$ cat src/hw/rtl/lcdi2c_pkg.sv
`timescale 1ns / 1ps
`default_nettype none
package lcdi2c_pkg;

  localparam int MAX_COLUMNS = 40;
  localparam int MAX_ROWS    = 4;

  localparam int COL_W  = 6;
  localparam int ROW_W  = 2;
  localparam int RCFG_W = 3;
  localparam int CFG_W  = 6;

  // Input op codes; code 3 carries no meaning and is dropped.
  localparam logic [1:0] OP_TEXT = 2'd0;
  localparam logic [1:0] OP_POS  = 2'd1;
  localparam logic [1:0] OP_CMD  = 2'd2;

  // Configuration register indexes.
  localparam logic [1:0] CFG_BACKLIGHT = 2'd0;
  localparam logic [1:0] CFG_COLUMNS   = 2'd1;
  localparam logic [1:0] CFG_ROWS      = 2'd2;

  localparam logic [7:0] CH_LF        = 8'h0A;
  localparam logic [7:0] CH_CR        = 8'h0D;
  localparam logic [7:0] CMD_SET_ADDR = 8'h80;

  // LCD byte queue between the front and back ends.
  localparam int QDEPTH = 4;
  localparam int QPTR_W = $clog2(QDEPTH);
  localparam int QCNT_W = $clog2(QDEPTH + 1);

  typedef struct packed {
    logic [7:0] data;
    logic       is_data;
    logic       last;
  } lcd_entry_t;

  function automatic logic [7:0] row_base(input logic [ROW_W-1:0] row);
    logic [7:0] b;
    case (row)
      2'd0:    b = 8'h00;
      2'd1:    b = 8'h40;
      2'd2:    b = 8'h14;
      2'd3:    b = 8'h54;
      default: b = 8'h00;
    endcase
    return b;
  endfunction

endpackage
`default_nettype wire

$ cat src/hw/rtl/char_lcd_text_to_i2c_expander_bytes.sv
// Turns text characters, cursor-position requests and raw LCD commands into
// the byte stream for an I2C port expander driving an HD44780-style display
// in 4-bit mode (bit 0 RS, bit 2 EN, bit 3 backlight, bits 7..4 nibble).
// Each LCD byte becomes four expander beats; a plain character, a command or
// a position request gives 4 beats, a character that wraps the line first
// gives 8. The result side delivers one beat per cycle while pop is held, and
// the output serializer sets the sustained rate. The input side takes a new
// item in any cycle the 4-entry LCD byte queue has room for two entries, so
// items are taken while earlier ones are still being sent.
// Op code 3 is accepted and dropped. Write configuration only while idle.
`timescale 1ns / 1ps
`default_nettype none
module char_lcd_text_to_i2c_expander_bytes (
  input  wire logic       clk,
  input  wire logic       rst,
  input  wire logic       push,
  output logic            full,
  input  wire logic [1:0] op,
  input  wire logic [7:0] value,
  input  wire logic [5:0] target_column,
  input  wire logic [1:0] target_row,
  output logic            empty,
  input  wire logic       pop,
  output logic [7:0]      expander_byte,
  output logic            last_of_run,
  input  wire logic       cfg_valid,
  output logic            cfg_ready,
  input  wire logic [1:0] cfg_index,
  input  wire logic [5:0] cfg_data
);
  import lcdi2c_pkg::*;

  logic              backlight_on;
  logic [COL_W-1:0]  columns_in_use;
  logic [RCFG_W-1:0] rows_in_use;
  logic              accept;
  logic [1:0]        wr_num;
  lcd_entry_t        wr_entry0;
  lcd_entry_t        wr_entry1;
  logic              room_for_two;
  logic              q_valid;
  lcd_entry_t        q_entry;
  logic              q_pop;
  logic              out_valid;

  assign cfg_ready = 1'b1;
  assign full      = !room_for_two;
  assign accept    = push && !full;
  assign empty     = !out_valid;

  always_ff @(posedge clk) begin
    if (rst) begin
      backlight_on   <= 1'b1;
      columns_in_use <= COL_W'(16);
      rows_in_use    <= RCFG_W'(2);
    end else if (cfg_valid && cfg_ready) begin
      case (cfg_index)
        CFG_BACKLIGHT: backlight_on   <= cfg_data[0];
        CFG_COLUMNS:   columns_in_use <= cfg_data;
        CFG_ROWS:      rows_in_use    <= cfg_data[RCFG_W-1:0];
        default: ;
      endcase
    end
  end

  lcdi2c_front u_front (
    .clk            (clk),
    .rst            (rst),
    .accept         (accept),
    .op             (op),
    .value          (value),
    .target_column  (target_column),
    .target_row     (target_row),
    .columns_in_use (columns_in_use),
    .rows_in_use    (rows_in_use),
    .wr_num         (wr_num),
    .wr_entry0      (wr_entry0),
    .wr_entry1      (wr_entry1)
  );

  lcdi2c_queue u_queue (
    .clk          (clk),
    .rst          (rst),
    .wr_num       (wr_num),
    .wr_entry0    (wr_entry0),
    .wr_entry1    (wr_entry1),
    .room_for_two (room_for_two),
    .rd_valid     (q_valid),
    .rd_entry     (q_entry),
    .rd_pop       (q_pop)
  );

  lcdi2c_back u_back (
    .clk          (clk),
    .rst          (rst),
    .backlight_on (backlight_on),
    .q_valid      (q_valid),
    .q_entry      (q_entry),
    .q_pop        (q_pop),
    .out_valid    (out_valid),
    .out_byte     (expander_byte),
    .out_last     (last_of_run),
    .out_take     (pop)
  );

endmodule
`default_nettype wire

$ cat src/hw/rtl/lcdi2c_front.sv
`timescale 1ns / 1ps
`default_nettype none
module lcdi2c_front (
  input  wire logic                    clk,
  input  wire logic                    rst,
  input  wire logic                    accept,
  input  wire logic [1:0]              op,
  input  wire logic [7:0]              value,
  input  wire logic [5:0]              target_column,
  input  wire logic [1:0]              target_row,
  input  wire logic [5:0]              columns_in_use,
  input  wire logic [2:0]              rows_in_use,
  output logic [1:0]                   wr_num,
  output lcdi2c_pkg::lcd_entry_t       wr_entry0,
  output lcdi2c_pkg::lcd_entry_t       wr_entry1
);
  import lcdi2c_pkg::*;

  logic [COL_W-1:0]  cursor_column, cursor_column_next;
  logic [ROW_W-1:0]  cursor_row, cursor_row_next;
  logic [COL_W-1:0]  eff_cols;
  logic [RCFG_W-1:0] eff_rows;
  logic [1:0]        num;

  function automatic logic [ROW_W-1:0] next_row(input logic [ROW_W-1:0] r,
                                                input logic [RCFG_W-1:0] rows);
    logic [RCFG_W-1:0] inc;
    inc = {1'b0, r} + RCFG_W'(1);
    return (inc >= rows) ? '0 : inc[ROW_W-1:0];
  endfunction

  function automatic lcd_entry_t addr_entry(input logic [COL_W-1:0] col,
                                            input logic [ROW_W-1:0] row);
    lcd_entry_t e;
    e.data    = CMD_SET_ADDR | ({2'b00, col} + row_base(row));
    e.is_data = 1'b0;
    e.last    = 1'b0;
    return e;
  endfunction

  always_comb begin
    if (columns_in_use == '0) eff_cols = COL_W'(1);
    else if (columns_in_use > COL_W'(MAX_COLUMNS)) eff_cols = COL_W'(MAX_COLUMNS);
    else eff_cols = columns_in_use;
    if (rows_in_use == '0) eff_rows = RCFG_W'(1);
    else if (rows_in_use > RCFG_W'(MAX_ROWS)) eff_rows = RCFG_W'(MAX_ROWS);
    else eff_rows = rows_in_use;
  end

  always_comb begin
    logic              wrap;
    logic [COL_W-1:0]  cur_col;
    logic [ROW_W-1:0]  cur_row;
    logic [ROW_W-1:0]  cr_row;
    logic [ROW_W-1:0]  pos_row;
    lcd_entry_t        wrap_ent;
    lcd_entry_t        main_ent;

    num                = 2'd0;
    wr_entry0          = '0;
    wr_entry1          = '0;
    cursor_column_next = cursor_column;
    cursor_row_next    = cursor_row;
    wrap               = cursor_column >= eff_cols;
    cur_col            = wrap ? '0 : cursor_column;
    cur_row            = wrap ? next_row(cursor_row, eff_rows) : cursor_row;
    // A row left past the rows in use drops to row 0 on a carriage return.
    cr_row             = ({1'b0, cur_row} >= eff_rows) ? '0 : cur_row;
    wrap_ent           = addr_entry('0, cur_row);
    main_ent           = '0;
    pos_row            = ({1'b0, target_row} >= eff_rows) ? '0 : target_row;

    case (op)
      OP_TEXT: begin
        if (value == CH_LF) begin
          main_ent           = addr_entry(cur_col, next_row(cur_row, eff_rows));
          cursor_column_next = cur_col;
          cursor_row_next    = next_row(cur_row, eff_rows);
        end else if (value == CH_CR) begin
          main_ent           = addr_entry('0, cr_row);
          cursor_column_next = '0;
          cursor_row_next    = cr_row;
        end else begin
          main_ent.data      = value;
          main_ent.is_data   = 1'b1;
          main_ent.last      = 1'b0;
          cursor_column_next = cur_col + COL_W'(1);
          cursor_row_next    = cur_row;
        end
        main_ent.last = 1'b1;
        if (wrap) begin
          num       = 2'd2;
          wr_entry0 = wrap_ent;
          wr_entry1 = main_ent;
        end else begin
          num       = 2'd1;
          wr_entry0 = main_ent;
        end
      end
      OP_POS: begin
        num                = 2'd1;
        wr_entry0          = addr_entry(target_column, pos_row);
        wr_entry0.last     = 1'b1;
        cursor_column_next = target_column;
        cursor_row_next    = pos_row;
      end
      OP_CMD: begin
        num               = 2'd1;
        wr_entry0.data    = value;
        wr_entry0.is_data = 1'b0;
        wr_entry0.last    = 1'b1;
      end
      default: begin
        num = 2'd0;
      end
    endcase
  end

  assign wr_num = accept ? num : 2'd0;

  always_ff @(posedge clk) begin
    if (rst) begin
      cursor_column <= '0;
      cursor_row    <= '0;
    end else if (accept) begin
      cursor_column <= cursor_column_next;
      cursor_row    <= cursor_row_next;
    end
  end

endmodule
`default_nettype wire

$ cat src/hw/rtl/lcdi2c_queue.sv
`timescale 1ns / 1ps
`default_nettype none
module lcdi2c_queue (
  input  wire logic                    clk,
  input  wire logic                    rst,
  input  wire logic [1:0]              wr_num,
  input  wire lcdi2c_pkg::lcd_entry_t  wr_entry0,
  input  wire lcdi2c_pkg::lcd_entry_t  wr_entry1,
  output logic                         room_for_two,
  output logic                         rd_valid,
  output lcdi2c_pkg::lcd_entry_t       rd_entry,
  input  wire logic                    rd_pop
);
  import lcdi2c_pkg::*;

  lcd_entry_t        slots [QDEPTH];
  logic [QPTR_W-1:0] wptr;
  logic [QPTR_W-1:0] rptr;
  logic [QCNT_W-1:0] count;
  logic              do_pop;

  assign room_for_two = count <= QCNT_W'(QDEPTH - 2);
  assign rd_valid     = count != '0;
  assign rd_entry     = slots[rptr];
  assign do_pop       = rd_pop && rd_valid;

  always_ff @(posedge clk) begin
    if (wr_num != 2'd0) slots[wptr] <= wr_entry0;
    if (wr_num == 2'd2) slots[wptr + QPTR_W'(1)] <= wr_entry1;
  end

  always_ff @(posedge clk) begin
    if (rst) begin
      wptr  <= '0;
      rptr  <= '0;
      count <= '0;
    end else begin
      wptr  <= wptr + QPTR_W'(wr_num);
      if (do_pop) rptr <= rptr + QPTR_W'(1);
      count <= count + QCNT_W'(wr_num) - QCNT_W'(do_pop);
    end
  end

endmodule
`default_nettype wire

$ cat src/hw/rtl/lcdi2c_back.sv
`timescale 1ns / 1ps
`default_nettype none
module lcdi2c_back (
  input  wire logic                    clk,
  input  wire logic                    rst,
  input  wire logic                    backlight_on,
  input  wire logic                    q_valid,
  input  wire lcdi2c_pkg::lcd_entry_t  q_entry,
  output logic                         q_pop,
  output logic                         out_valid,
  output logic [7:0]                   out_byte,
  output logic                         out_last,
  input  wire logic                    out_take
);
  import lcdi2c_pkg::*;

  logic [1:0] phase;
  logic       advance;
  logic [3:0] nibble;
  logic [7:0] byte_next;

  // Phase 0/1: high nibble with/without EN; phase 2/3: low nibble.
  assign advance   = !out_valid || out_take;
  assign q_pop     = advance && q_valid && (phase == 2'd3);
  assign nibble    = phase[1] ? q_entry.data[3:0] : q_entry.data[7:4];
  assign byte_next = {nibble, backlight_on, !phase[0], 1'b0, q_entry.is_data};

  always_ff @(posedge clk) begin
    if (rst) begin
      phase     <= '0;
      out_valid <= 1'b0;
    end else if (advance) begin
      out_valid <= q_valid;
      if (q_valid) phase <= phase + 2'd1;
    end
  end

  always_ff @(posedge clk) begin
    if (advance && q_valid) begin
      out_byte <= byte_next;
      out_last <= q_entry.last && (phase == 2'd3);
    end
  end

endmodule
`default_nettype wire

$ cat config.mk
export PLATFORM = sky130hd
export DESIGN_NAME = char_lcd_text_to_i2c_expander_bytes
export DESIGN_NICKNAME = d
export VERILOG_FILES = /design/src/hw/rtl/lcdi2c_pkg.sv /design/src/hw/rtl/char_lcd_text_to_i2c_expander_bytes.sv /design/src/hw/rtl/lcdi2c_front.sv /design/src/hw/rtl/lcdi2c_queue.sv /design/src/hw/rtl/lcdi2c_back.sv
export SDC_FILE = /design/constraint.sdc
export NUM_CORES = 1
export LEC_CHECK = 0
export ABC_AREA = 1
export BUFFER_PORTS_ARGS = -buffer_cell sky130_fd_sc_hd__buf_2
export CAP_MARGIN = 20
export CORE_ASPECT_RATIO = 0.9
export CORE_MARGIN = 5
export CORE_UTILIZATION = 40
export DETAILED_ROUTE_END_ITERATION = 6
export PLACE_DENSITY = 0.68
export SETUP_SLACK_MARGIN = 0.2
export SYNTH_ARGS = -nofsm -noshare
export SYNTH_HDL_FRONTEND = slang
export SYNTH_HIERARCHICAL = 1
export SYNTH_SLANG_ARGS = --single-unit
$ cat constraint.sdc
create_clock -name clk -period 10.1 [get_ports clk]
set_input_delay 0.505 -clock clk [delete_from_list [all_inputs] [get_ports clk]]
set_output_delay 0.505 -clock clk [all_outputs]
set_load 0.05 [all_outputs]
==> summary by stage, run 1 <==
Place
The wire-length estimate of the detail-placed layout is 9303 µm. The final weighted congestion in routability-driven placement is slightly above 0.9. Before CTS, the worst setup slack after placement is roughly 5.5 ns. The number of buffers inserted by port buffering is 40.

STA
The slew at the pin with the worst max-slew slack is 0.7010 ns. The number of slew-limit violations in the final report was 0. In the final timing run, aggregate negative setup slack is 0 ns.

The worst clock skew on the final layout is between 0.006 and 0.007 ns. Setup repair after global routing left no endpoint under its margin. The post-route worst setup slack is about 5.4 ns. In the finished design, the share of the clock period the worst path needs comes to roughly 46%. Across all hold checks on the routed design, the worst slack comes to between 0.3 and 0.4 ns.

The final period demand of the worst path is about 4.7 ns. The worst slew margin relative to its limit is 53.20%. Setup violations remaining at the end of the flow were counted as 0.

The count of endpoints failing hold in the final timing report is 0. The upper clock frequency limit is between 200 and 250 MHz.

Routing
In the routed layout, each cell is associated on average with a via count of slightly above 5. The number of antenna-violating nets in the routed design is 0. The number of optimization iterations in the first detailed-route pass is 5. The detailed-route via count is ~4500. The detailed router finished its first iteration with roughly 380 violations.

The wire length per cell after detailed routing is ~14 µm. The overall routed net length is 12640 µm. After detailed routing, the number of remaining DRC violations is 0.

Floorplanning
In this run the horizontal extent of the chip is about 130 µm. The number of cell rows is 39. Measured along the y axis, the die boundary spans between 100 and 150 µm. Once the floorplan was initialized, standard cells occupied 41.29% of the core.

In this run the standard cell core region covers roughly 0.013 mm². The number of top-level pins is 43. The die covers ~0.016 mm².

Cells and area
Relative to the synthesized area, the layout overhead comes to 10.65%. The number of antenna diodes in the final layout is 0. Measured on the finished design, the core utilization comes to 45.69%. Of the cells placed in the final design, the portion with a size suffix greater than 1 is between 15 and 20%.

The library cell used most frequently in the layout, excluding fill and tap cells, is sky130_fd_sc_hd__nand2_1. The filler cells instantiated in the layout total roughly 1300. The net total in the final layout is approximately 800. The library cells used most frequently in the layout, excluding fill and tap cells, are sky130_fd_sc_hd__nand2_1, sky130_fd_sc_hd__inv_1, sky130_fd_sc_hd__nor2_1, sky130_fd_sc_hd__edfxtp_1, sky130_fd_sc_hd__buf_2.

Logic synthesis
The synthesized netlist cell count is a little under 700. By area, the combinational part of the netlist is dominated by simple AND/OR/NAND/NOR gates. The synthesis-stage register bit count is 78.

The synthesized netlist devotes 0% of its cell area to XOR and XNOR gates. After synthesis the cells add up to roughly 0.0053 mm². The synthesized netlist devotes 8.406% of its cell area to adder and majority cells.

The share of the yosys chip area belonging to registers is between 30% and 40%. Dividing the synthesized area by the synthesized cell count gives approximately 7.7 µm². In the synthesized netlist, mux cells make up less than 1% of the area.

The count of yosys warnings during synthesis is 6. Counting every net in the synthesized netlist gives approximately 750. The fraction of the mapped netlist area in simple logic gates is 24.34%. The synthesized netlist devotes between 10% and 20% of its cell area to compound gates. The number of library cell types mapped by synthesis is between 40 and 50.

Worst hold path
The number of stages on the worst hold path is 3. The class of the most critical hold timing path is in -> reg. The hold path endpoint is columns_in_use[3].

In this run the most critical hold path is launched from cfg_data[3].

Power and ir drop
For this design the static power due to leakage is approximately 2.6 nW. Power spread over the standard cell area amounts to about 170 mW/mm². Power comes to 0.9862 mW. The largest voltage drop on the vdd net is about 0.000087 V.

Critical path
The largest fanout on the critical path is 9. The worst register-to-register path begins at columns_in_use[0]. The largest single stage delay on the critical path is 0.32 ns.

Measured in cells, the most critical reg-to-reg path has a length of 25. The cell class contributing the biggest share of worst-path delay is simple AND/OR/NAND/NOR gates. The setup slack of the worst register-to-register path is around 5.4 ns.

The count of buffering cells on the critical path with inverters included is 4. STA puts the critical path data required time at just over 10 ns. The path type of the worst setup path is reg -> reg. Among all stages on the critical path, the largest delay is contributed by sky130_fd_sc_hd__dfxtp_1. In this run the critical register-to-register path is captured at u_queue/slots[2][5]. The critical path capture point type is a flip-flop. The data arrival time at the worst-slack endpoint is 4.74 ns.

The worst setup path is launched from a flip-flop. The critical path's most frequent cell is sky130_fd_sc_hd__nand2_1.

CTS
The post-cts hold buffer count is 0. The clock buffer count from CTS is 9. The library cell used as clock root buffer is sky130_fd_sc_hd__clkbuf_16. The tree built by TritonCTS fans out to between 70 and 80 sinks.

The later-pin clock latency in the skew report is ~0.34 ns. The number of buffers between clock root and the deepest sink is 2. TritonCTS built the clock tree.

The clock tree synthesis step divided the H-tree into 3 levels. After clock tree synthesis, the clock-pin slew on the worst setup and hold paths is 0.06 ns. The post-CTS setup buffer count is 0. The number of cells upsized or downsized after cts is 0.

GRT
The number of antenna violations at the first check in global routing is 0. The global-route congestion overflow total is 0. For this run, the total global-route usage over all layers was measured as ~16%. The first global-routing pass estimated ~21000 µm of wire. The number of global-route vias before repair was a little over 4000.

Entering global routing, the biggest net connects 22 pins.

Status
The run finished with clean final reports.

Job
Across the run, the number of max-cap violations was 0.
-- worst max-delay path by stage --
stage / start / end / slack (ns) / depth (start not counted)
after floorplan: columns_in_use[0] / u_queue/slots[1][5] / 6.09 / 25
after global placement: columns_in_use[0] / u_queue/slots[1][5] / 5.75 / 25
after detailed placement: columns_in_use[0] / u_queue/slots[2][5] / 5.50 / 25
after CTS: columns_in_use[0] / u_queue/slots[2][5] / 5.49 / 25
after global routing: columns_in_use[0] / u_queue/slots[3][8] / 5.02 / 29
final: columns_in_use[0] / u_queue/slots[2][5] / 5.44 / 25
-- layout make-up --
cell class | instances | area, µm² | area share, %
well taps | 164 | 205.2 | 3.500
repair buffers | 44 | 230.2 | 3.927
clock inverters | 6 | 70.07 | 1.195
flip-flops and latches | 78 | 2042 | 34.83
clock buffers | 10 | 229.0 | 3.905
inverters | 103 | 386.6 | 6.594
multi-input cells | 484 | 2700 | 46.05
-- power breakdown --
| group | total, mW | internal (mW) | switching (mW) |
|---|---|---|---|
| clock network | 0.326 | 0.193 | 0.133 |
| registers | 0.396 | 0.378 | 0.0181 |
| logic | 0.264 | 0.0816 | 0.183 |
-- stage by stage --
step           instances  area [µm²]
6_report             889        5863
5_1_grt              889        5863
4_1_cts              889        5863
3_5_place_dp         873        5564
3_3_place_gp         873        5564
2_1_floorplan        686        5299
-- registers in the layout, summed over array words and instances (netlist names), 2 cells and up, named ones only --
register / count
u_back/phase: 2
u_queue/slots: 40
u_queue/count: 3
u_queue/wptr: 2
columns_in_use: 6
rows_in_use: 3
u_front/cursor_row: 2
u_front/cursor_column: 6
u_back/out_byte: 7
u_queue/rptr: 2
-- kinds of logic (layout without fill, tap and decap cells) --
group / count (synthesis) / after routing
adder cells (fa/ha/maj): 35 / 35
AND/OR/NAND/NOR: 297 / 297
buffers and inverters: 124 / 163
multiplexers: 4 / 4
AO/OA/AOI/OAI: 146 / 146
flip-flops: 78 / 78
other: 2 / 2
-- worst register-to-register path: stages (launching register included) --
cell                      delay (ns)
sky130_fd_sc_hd__dfxtp_1        0.32
sky130_fd_sc_hd__nor3_1         0.27
sky130_fd_sc_hd__inv_1          0.06
sky130_fd_sc_hd__o21ai_0        0.27
sky130_fd_sc_hd__a32o_1         0.19
sky130_fd_sc_hd__ha_1           0.22
sky130_fd_sc_hd__inv_1          0.05
sky130_fd_sc_hd__nand2_1        0.04
sky130_fd_sc_hd__nand2_1        0.05
sky130_fd_sc_hd__nand2_1        0.10
sky130_fd_sc_hd__a21oi_4        0.31
sky130_fd_sc_hd__nand2_1        0.11
sky130_fd_sc_hd__nand2_2        0.15
sky130_fd_sc_hd__inv_1          0.10
sky130_fd_sc_hd__ha_1           0.32
sky130_fd_sc_hd__ha_1           0.30
sky130_fd_sc_hd__nand3_1        0.09
sky130_fd_sc_hd__nand3_1        0.11
sky130_fd_sc_hd__nor2_2         0.13
sky130_fd_sc_hd__inv_1          0.10
sky130_fd_sc_hd__nor2_2         0.16
sky130_fd_sc_hd__ha_1           0.26
sky130_fd_sc_hd__a22oi_1        0.23
sky130_fd_sc_hd__o21ai_0        0.24
sky130_fd_sc_hd__nand2_1        0.14
sky130_fd_sc_hd__o21ai_1        0.09
-- metal layers --
metal	vias to the layer above	global-route usage (%)	wire, µm
met5	-	0	0
met4	0	5.848	279
met3	14	4.637	963
met2	162	24.84	5487
met1	1997	22.53	5904
li1	2341	-	-
-- cells in the mapped netlist (all sizes together) --
cell type	count	area share [%]
a21boi	2	0.28
a21oi	37	4.0
a22o	1	0.17
a22oi	1	0.14
a31oi	3	0.35
a32o	1	0.19
a32oi	1	0.17
buf	14	2.7
clkbuf	7	0.50
clkinv	1	0.071
conb	2	0.14
dfxtp	30	11
edfxtp	48	27
fa	1	0.38
ha	34	8.0
inv	102	7.2
mux2	4	0.85
nand2	159	12
nand3	38	4.3
nand3b	1	0.14
nand4	8	0.94
nor2	85	6.7
nor3	4	0.38
o2111ai	1	0.17
o211ai	2	0.28
o21ai	80	9.3
o22ai	11	1.3
o31ai	6	0.85
or2	2	0.24
Note: power is estimated with default switching activity, not from simulation.
==> run 2: changes to the inputs <==
==> constraint.sdc (replaced) <==
create_clock -name clk -period 4.4 [get_ports clk]
set_input_delay 0.22 -clock clk [delete_from_list [all_inputs] [get_ports clk]]
set_output_delay 0.22 -clock clk [all_outputs]
set_load 0.05 [all_outputs]
==> run 2 against run 1 <==
Net effect:
- die area unchanged
- register-to-register slack worse by 5.0 ns
- highest routed layer unchanged
- global-route usage down 0.37 points
- sequential cell count unchanged
- worst hold slack worse by 0.29 ns
- wire length down 1.3%
- cell area up 2.9%
- combinational power up 140%
- final cell count up 1.0%
- first-iteration DRC count down 17%
==> summary by stage, run 2 (synthesis gave the netlist of run 1 again) <==
Status
Outcome: completed (unchanged).

STA
The count of endpoints failing hold in the final timing report was 0 (unchanged). The worst slew margin relative to its limit is 55.50% (was 53.20%). The number of slew-limit violations in the final report is 0 (unchanged).

The worst clock skew on the final layout is 0.005508 ns (was 0.006928 ns). The slew at the pin with the worst max-slew slack is 0.6667 ns (was 0.7010 ns). The share of the clock period used by the worst path after layout was 89.37% (was 46.14%).

The number of failing setup endpoints in the final timing report is 0 (unchanged). The final setup TNS was 0 ns (unchanged). RSZ-0062 raised after global routing: false (unchanged). The upper clock frequency limit is 254.3 MHz (was 214.6 MHz). The final period demand of the worst path came to 3.932 ns (was 4.660 ns).

GRT
The most utilized layer in the global route result is met2 (unchanged). The number of global-route vias before repair is 3966 (was 4153). The global routing usage on met1 was 22.42% (was 22.53%). The largest net degree at the start of global routing is 22 (unchanged). The met2 global-route usage is 24.84% (unchanged).

The global-route congestion overflow total is 0 (unchanged). The number of antenna violations at the first check in global routing is 0 (unchanged). The combined global-route utilization of all metal layers is 16.05% (was 16.42%). The first-pass GRT wire length came to 20400 µm (was 20980 µm).

The met3 routing resource usage after global routing is 3.710% (was 4.637%).

Power and ir drop
The overall power is 2.295 mW (was 0.9862 mW). The leakage power is 2.632 nW (was 2.595 nW). The share of power burned in combinational logic is 27.7% (was 26.8%). The switching power of the nets is 0.7792 mW (was 0.3335 mW). The power density over the cells was 380.2 mW/mm² (was 168.2 mW/mm²).

The portion of total power attributed to sequential cells came to 39.7% (was 40.2%). The largest voltage drop on the vdd net is 0.0002459 V (was 0.00008672 V). The internal power is 1.515 mW (was 0.6527 mW). The clock network fraction of total power came to 32.6% (was 33.0%). The fraction of power spent switching nets is 33.96% (was 33.82%).

CTS
The post-cts hold buffer count is 0 (unchanged). The number of buffers between clock root and the deepest sink was 2 (unchanged). The clock edge transition at the registers on the reported setup and hold paths is 0.06 ns (about the same). The H-tree depth came to 3 (unchanged). The sink count of the clock tree is 78 (unchanged).

The clock buffer count from CTS was 9 (unchanged). The TritonCTS clock tree is done (unchanged). The later-pin clock latency in the skew report is 0.34 ns (about the same). The library cell used as clock root buffer was sky130_fd_sc_hd__clkbuf_16 (unchanged).

Routing
The detailed-route vias per instance is 5.002 (was 5.078). The detailed-route via count is 4492 (was 4514). The number of optimization iterations in the first detailed-route pass is 4 (was 5). The overall routed net length is 12470 µm (was 12640 µm).

The number of antenna-violating nets in the routed design is 0 (unchanged). The initial detailed-routing violation count is 317 (was 381). The number of design rule violations left after detail routing was 0 (unchanged).

The wire length per cell after detailed routing is 13.89 µm (was 14.21 µm).

Critical path
The slowest library cell on the worst path is sky130_fd_sc_hd__o21ai_1 (was sky130_fd_sc_hd__dfxtp_1). The category of the worst setup path launch point was a flip-flop (unchanged). The critical path's most frequent cell is sky130_fd_sc_hd__nand2_1 (unchanged). The critical path capture point type was a flip-flop (unchanged). The critical path data required time came to 4.60 ns (was 10.18 ns). The data arrival time at the worst-slack endpoint is 4.13 ns (was 4.74 ns).

The largest fanout on the critical path is 5 (was 9). The maximum cell stage delay along the critical path came to 0.36 ns (was 0.32 ns). The path type of the worst setup path was reg -> reg (unchanged).

Cells and area
The flip-flop count of the largest register after layout is 40 (unchanged). The net total in the final layout is 795 (was 786). The share of layout cells above drive strength 1 is 20.30% (was 16.69%).

Largest registers ranked by flip-flop count: u_queue/slots (40), u_back/out_byte (7) (unchanged). The register ranked first by flip-flop count is u_queue/slots (unchanged). The layout overhead on the synthesized area came to 13.88% (was 10.65%). The commonest non-fill, non-tap cell in the layout is sky130_fd_sc_hd__nand2_1 (unchanged). Leading cell types in the layout, fill and taps excluded: sky130_fd_sc_hd__nand2_1, sky130_fd_sc_hd__inv_1, sky130_fd_sc_hd__nor2_1, sky130_fd_sc_hd__edfxtp_1, sky130_fd_sc_hd__buf_2 (unchanged). The number of antenna repair diodes is 0 (unchanged).

Floorplanning
The vertical die dimension is 119.2 µm (unchanged). The die outline width came to 131.3 µm (unchanged). The number of cell rows is 39 (unchanged). The area of the core region is 0.01283 mm² (unchanged).

The effective utilization at floorplan is 41.29% (unchanged). The number of top-level pins came to 43 (unchanged). The die area is 0.01565 mm² (unchanged).

Worst hold path
The class of the most critical hold timing path is in -> reg (unchanged).

Place
The final weighted congestion in routability-driven placement is 0.9233 (was 0.9159). The estimated wirelength of the detail-placed design was 9157 µm (was 9303 µm). The number of buffers inserted by port buffering is 40 (unchanged).

Job
The total of max-cap violations is 0 (unchanged).
-- run 2: worst paths after layout --
| kind | start | to | slack, ns | depth (start not counted) |
|---|---|---|---|---|
| max | columns_in_use[2] | u_queue/slots[1][7] | 0.47 | 29 |
| min | cfg_data[3] | columns_in_use[3] | 0.10 | 3 |
| max reg2reg | columns_in_use[2] | u_queue/slots[1][7] | 0.47 | 29 |
| min reg2reg | backlight_on | u_back/out_byte[3] | 0.44 | 0 |
-- run 2: what timing repair did --
item | CTS | global route
endpoints found under the setup margin | 16 | 20
gates resized for setup | 5 | 22
buffers inserted | 0 | 2
endpoints found under the hold margin | 0 | 0
pin swaps | 0 | 10
-- run 2: layout make-up --
type	instances	area (µm²)
clock buffers	10	229.0
inverters	103	389.1
repair buffers	53	297.8
multi-input cells	484	2800
well taps	164	205.2
flip-flops and latches	78	2043
fillers	1268	6799
clock inverters	6	70.07
-- run 2: metrics by stage --
| stage | cell area (µm²) | hold slack, ns | cells | util, % | worst slack [ns] |
|---|---|---|---|---|---|
| after floorplan | 5299 | 0.2891 | 686 | - | 0.3924 |
| after global placement | 5617 | 0.4215 | 880 | 43.77 | 0.3158 |
| after detailed placement | 5617 | 0.4274 | 880 | 43.77 | 0.1405 |
| after CTS | 5926 | 0.08589 | 896 | 46.17 | 0.2570 |
| after global routing | 6035 | 0.1000 | 898 | 47.02 | 0.1340 |
| final | 6035 | 0.1001 | 898 | 47.02 | 0.4677 |
-- run 2: per-layer routing --
metal / vias up / wire length, µm / share of wire [%]
met5: - / 0 / 0
met4: 0 / 161 / 1.3
met3: 16 / 783 / 6.3
met2: 125 / 5581 / 45
met1: 1995 / 5948 / 48
li1: 2356 / - / -
-- run 2: power groups by stage --
stage | Clock (mW) | Sequential, mW | Combinational, mW
floorplan | 0 | 0.988 | 0.389
detailed placement | 0 | 0.927 | 0.608
finish | 0.748 | 0.910 | 0.637
global route | 0.800 | 0.920 | 0.711
CTS | 0.769 | 0.912 | 0.614
global placement | 0 | 0.926 | 0.602
-- run 2: worst max-delay path, delay by kind of cell (launching register included) --
| family | cells | cell delay (ns) |
|---|---|---|
| compound gates | 5 | 0.85 |
| fa+ha+maj | 3 | 0.70 |
| buf+inv | 4 | 0.28 |
| flops | 1 | 0.33 |
| simple gates | 17 | 1.63 |
==> run 3: changes to the inputs <==
--- a/config.mk
+++ b/config.mk
@@ -12,9 +12,8 @@
 export CORE_MARGIN = 5
 export CORE_UTILIZATION = 40
 export DETAILED_ROUTE_END_ITERATION = 6
-export PLACE_DENSITY = 0.68
+export PLACE_DENSITY = 0.55
 export SETUP_SLACK_MARGIN = 0.2
 export SYNTH_ARGS = -nofsm -noshare
 export SYNTH_HDL_FRONTEND = slang
-export SYNTH_HIERARCHICAL = 1
 export SYNTH_SLANG_ARGS = --single-unit
==> run 3 against run 2 <==
Net effect:
- largest cell class unchanged
- wire length up 6.1%
- critical path depth up 1
- first-iteration DRC count is 35% lower
- setup slack got worse by 0.21 ns
- non-clock buffer count up 4
==> summary by stage, run 3 <==
Place
The placed cell count is 846 (was 880). The estimated wirelength of the detail-placed design is 9840 µm (was 9157 µm). The worst slack after detailed placement is -0.01064 ns (was 0.1405 ns). The number of buffers inserted by port buffering was 40 (unchanged). The final weighted congestion in routability-driven placement is 0.9236 (was 0.9233).

Worst hold path
The class of the most critical hold timing path was in -> reg (unchanged). The launch instance of the worst min-delay path is cfg_data[4] (was cfg_data[3]). The number of stages on the worst hold path came to 3 (unchanged). The hold path endpoint is columns_in_use[4] (was columns_in_use[3]).

Floorplanning
The area of the core region is 0.01254 mm² (was 0.01283 mm²). The effective utilization at floorplan is 40.36% (was 41.29%). The number of cell rows is 39 (unchanged). The die area is 0.01501 mm² (was 0.01565 mm²).

The die outline width was 128.6 µm (was 131.3 µm). The number of top-level pins is 43 (unchanged). The vertical die dimension is 116.7 µm (was 119.2 µm).

Power and ir drop
The power density over the cells is 425.3 mW/mm² (was 380.2 mW/mm²). The largest voltage drop on the vdd net is 0.0002024 V (was 0.0002459 V). The overall power was 2.532 mW (was 2.295 mW). The leakage power was 2.597 nW (was 2.632 nW).

STA
The share of the clock period used by the worst path after layout is 94.05% (was 89.37%). The post-route worst setup slack is 0.2620 ns (was 0.4677 ns). The number of failing setup endpoints in the final timing report is 0 (unchanged). The worst slew margin relative to its limit was 50.44% (was 55.50%).

RSZ-0062 raised after global routing: true (was false). The slew at the pin with the worst max-slew slack is 0.7424 ns (was 0.6667 ns). The number of slew-limit violations in the final report was 0 (unchanged). The worst clock skew on the final layout is 0.006294 ns (was 0.005508 ns). The count of endpoints failing hold in the final timing report was 0 (unchanged). The worst hold margin is 0.09570 ns (was 0.1001 ns). The upper clock frequency limit was 241.7 MHz (was 254.3 MHz). The final period demand of the worst path is 4.138 ns (was 3.932 ns).

Cells and area
The register ranked first by flip-flop count is u_queue.slots (was u_queue/slots). The final instance count without filler cells is 870 (was 898). Largest registers ranked by flip-flop count: u_queue.slots (40), u_back.out_byte (7) (was u_queue/slots (40), u_back/out_byte (7)). The commonest non-fill, non-tap cell in the layout is sky130_fd_sc_hd__nand2_1 (unchanged). The flip-flop count of the largest register after layout was 40 (unchanged). The net total in the final layout is 769 (was 795). Leading cell types in the layout, fill and taps excluded: sky130_fd_sc_hd__nand2_1, sky130_fd_sc_hd__nor2_1, sky130_fd_sc_hd__inv_1, sky130_fd_sc_hd__o21ai_0, sky130_fd_sc_hd__nand3_1 (was sky130_fd_sc_hd__nand2_1, sky130_fd_sc_hd__inv_1, sky130_fd_sc_hd__nor2_1, sky130_fd_sc_hd__edfxtp_1, sky130_fd_sc_hd__buf_2). The layout overhead on the synthesized area is 17.60% (was 13.88%). The share of layout cells above drive strength 1 is 19.55% (was 20.30%). The number of antenna repair diodes was 0 (unchanged).

Logic synthesis
The share of the yosys chip area belonging to registers came to 40.35% (was 38.54%). The synthesized area per cell is 7.762 µm² (was 7.724 µm²). The net count after synthesis is 720 (was 752). The mapped cell area is 0.005061 mm² (was 0.005299 mm²). The most repeated cell in the gate-level netlist after synthesis is sky130_fd_sc_hd__nand2_1 (unchanged). The predominant post-synthesis flop cell is sky130_fd_sc_hd__edfxtp_1 (unchanged). Largest cells by area after synthesis: sky130_fd_sc_hd__edfxtp_1, sky130_fd_sc_hd__dfxtp_1, sky130_fd_sc_hd__nand2_1 (unchanged).

The share of the synthesized area in the top cell type is 28.48% (was 27.20%). The number of synthesized flops with an enable pin is 48 (unchanged). The count of yosys warnings during synthesis is 0 (was 6). The synthesized netlist cell count was 652 (was 686).

Most used standard cells in the synthesized netlist: sky130_fd_sc_hd__nand2_1, sky130_fd_sc_hd__nor2_1, sky130_fd_sc_hd__inv_1 (was sky130_fd_sc_hd__nand2_1, sky130_fd_sc_hd__inv_1, sky130_fd_sc_hd__nor2_1). The post-synthesis async set-or-reset flop share came to 0% (unchanged). The dominant cell type by area after synthesis is sky130_fd_sc_hd__edfxtp_1 (unchanged). The number of library cell types mapped by synthesis came to 41 (unchanged). The synthesis-stage register bit count came to 78 (unchanged).

Critical path
The end of the worst register-to-register path is u_queue.slots[0][8] (was u_queue/slots[1][7]). The start of the worst register-to-register path is columns_in_use[1] (was columns_in_use[2]). The path type of the worst setup path is reg -> reg (unchanged). The slowest library cell on the worst path is sky130_fd_sc_hd__or4_4 (was sky130_fd_sc_hd__o21ai_1). The cell count of the worst reg-to-reg path is 30 (was 29).

The setup slack of the worst register-to-register path is 0.26 ns (was 0.47 ns). The critical path capture point type was a flip-flop (unchanged). The data arrival time at the worst-slack endpoint is 4.24 ns (was 4.13 ns). The largest fanout on the critical path was 4 (was 5). The critical path data required time is 4.50 ns (was 4.60 ns).

The category of the worst setup path launch point is a flip-flop (unchanged). The maximum cell stage delay along the critical path is 0.53 ns (was 0.36 ns). The critical path's most frequent cell is sky130_fd_sc_hd__nand2_1 (unchanged).

CTS
The clock buffer count from CTS is 9 (unchanged). The TritonCTS clock tree is done (unchanged). The H-tree depth is 3 (unchanged). The library cell used as clock root buffer is sky130_fd_sc_hd__clkbuf_16 (unchanged). The clock edge transition at the registers on the reported setup and hold paths is 0.06 ns (about the same). The post-cts hold buffer count was 0 (unchanged).

The sink count of the clock tree is 78 (unchanged). The later-pin clock latency in the skew report is 0.35 ns (was 0.34 ns). The number of buffers between clock root and the deepest sink is 2 (unchanged).

GRT
The global-route congestion overflow total is 0 (unchanged). The combined global-route utilization of all metal layers was 18.48% (was 16.05%). The number of global-route vias before repair is 4262 (was 3966).

The number of antenna violations at the first check in global routing came to 0 (unchanged). The largest net degree at the start of global routing is 22 (unchanged). The first-pass GRT wire length was 21590 µm (was 20400 µm).

Routing
The number of antenna-violating nets in the routed design came to 0 (unchanged). The detailed-route vias per instance is 5.147 (was 5.002). The number of design rule violations left after detail routing is 0 (unchanged). The detailed-route via count was 4478 (was 4492).

The overall routed net length is 13240 µm (was 12470 µm). The number of optimization iterations in the first detailed-route pass is 5 (was 4). The wire length per cell after detailed routing was 15.21 µm (was 13.89 µm). The initial detailed-routing violation count was 207 (was 317).

Status
Outcome: completed (unchanged).

Job
The total of max-cap violations is 0 (unchanged).
[run 3: layout make-up]
type,count,area [µm²]
timing repair buffer,57,331.6
multi-input combinational,473,2779
fill,1246,6589
sequential,78,2044
clock buffer,11,232.7
tap,164,205.2
clock inverter,5,51.30
inverter,82,307.8
[run 3: worst max-delay path: cells and delay by family (launching register included)]
family,cells,cell delay (ns)
adder cells (fa/ha/maj),4,0.98
AND/OR/NAND/NOR,18,1.88
flip-flops,1,0.32
buffers and inverters,3,0.15
AO/OA/AOI/OAI,5,0.57
[run 3: per-layer routing]
layer  global-route usage [%]  vias up  routed length (µm)
li1                         -     2276                   -
met5                        0        -                   0
met2                    32.00      119                6304
met4                    8.467        0                 312
met3                    2.789       25                 623
met1                    22.83     2058                5994
[run 3: power breakdown]
part           internal [mW]  switching, mW
clock                  0.437          0.297
combinational          0.284          0.573
sequential             0.897         0.0434
[run 3: cell families after synthesis]
kind of cell | synth area share, %
other | 0.1484
buffers and inverters | 8.405
DFF | 40.35
and+or+nand+nor | 27.07
adders and majority gates | 9.295
AOI/OAI and AO/OA | 13.87
xor gates and xnor gates | 0.8652
[run 3: how the worst max path moves through the flow]
stage                            from                   to  slack (ns)  depth (start not counted)
global route        columns_in_use[1]  u_queue.slots[3][8]        0.02                         30
global placement    columns_in_use[2]  u_queue.slots[0][8]        0.23                         29
floorplan           columns_in_use[2]  u_queue.slots[1][8]        0.22                         31
CTS                 columns_in_use[1]  u_queue.slots[2][8]        0.22                         31
detailed placement  columns_in_use[2]  u_queue.slots[2][8]       -0.01                         29
finish              columns_in_use[1]  u_queue.slots[0][8]        0.26                         30
[run 3: metrics by stage]
step                cell area [µm²]  TNS [ns]  util [%]
floorplan                      5101         0         -
global placement               5448         0     43.44
detailed placement             5448  -0.01118     43.44
CTS                            5871         0     46.81
global route                   5952         0     47.46
finish                         5952         0     47.46
[run 3: what timing repair did]
| item | CTS | global route |
|---|---|---|
| pin swaps | 16 | 14 |
| endpoints found under the setup margin | 16 | 18 |
| resized for setup | 20 | 16 |
| setup buffers | 5 | 3 |
| cloned | 0 | 0 |
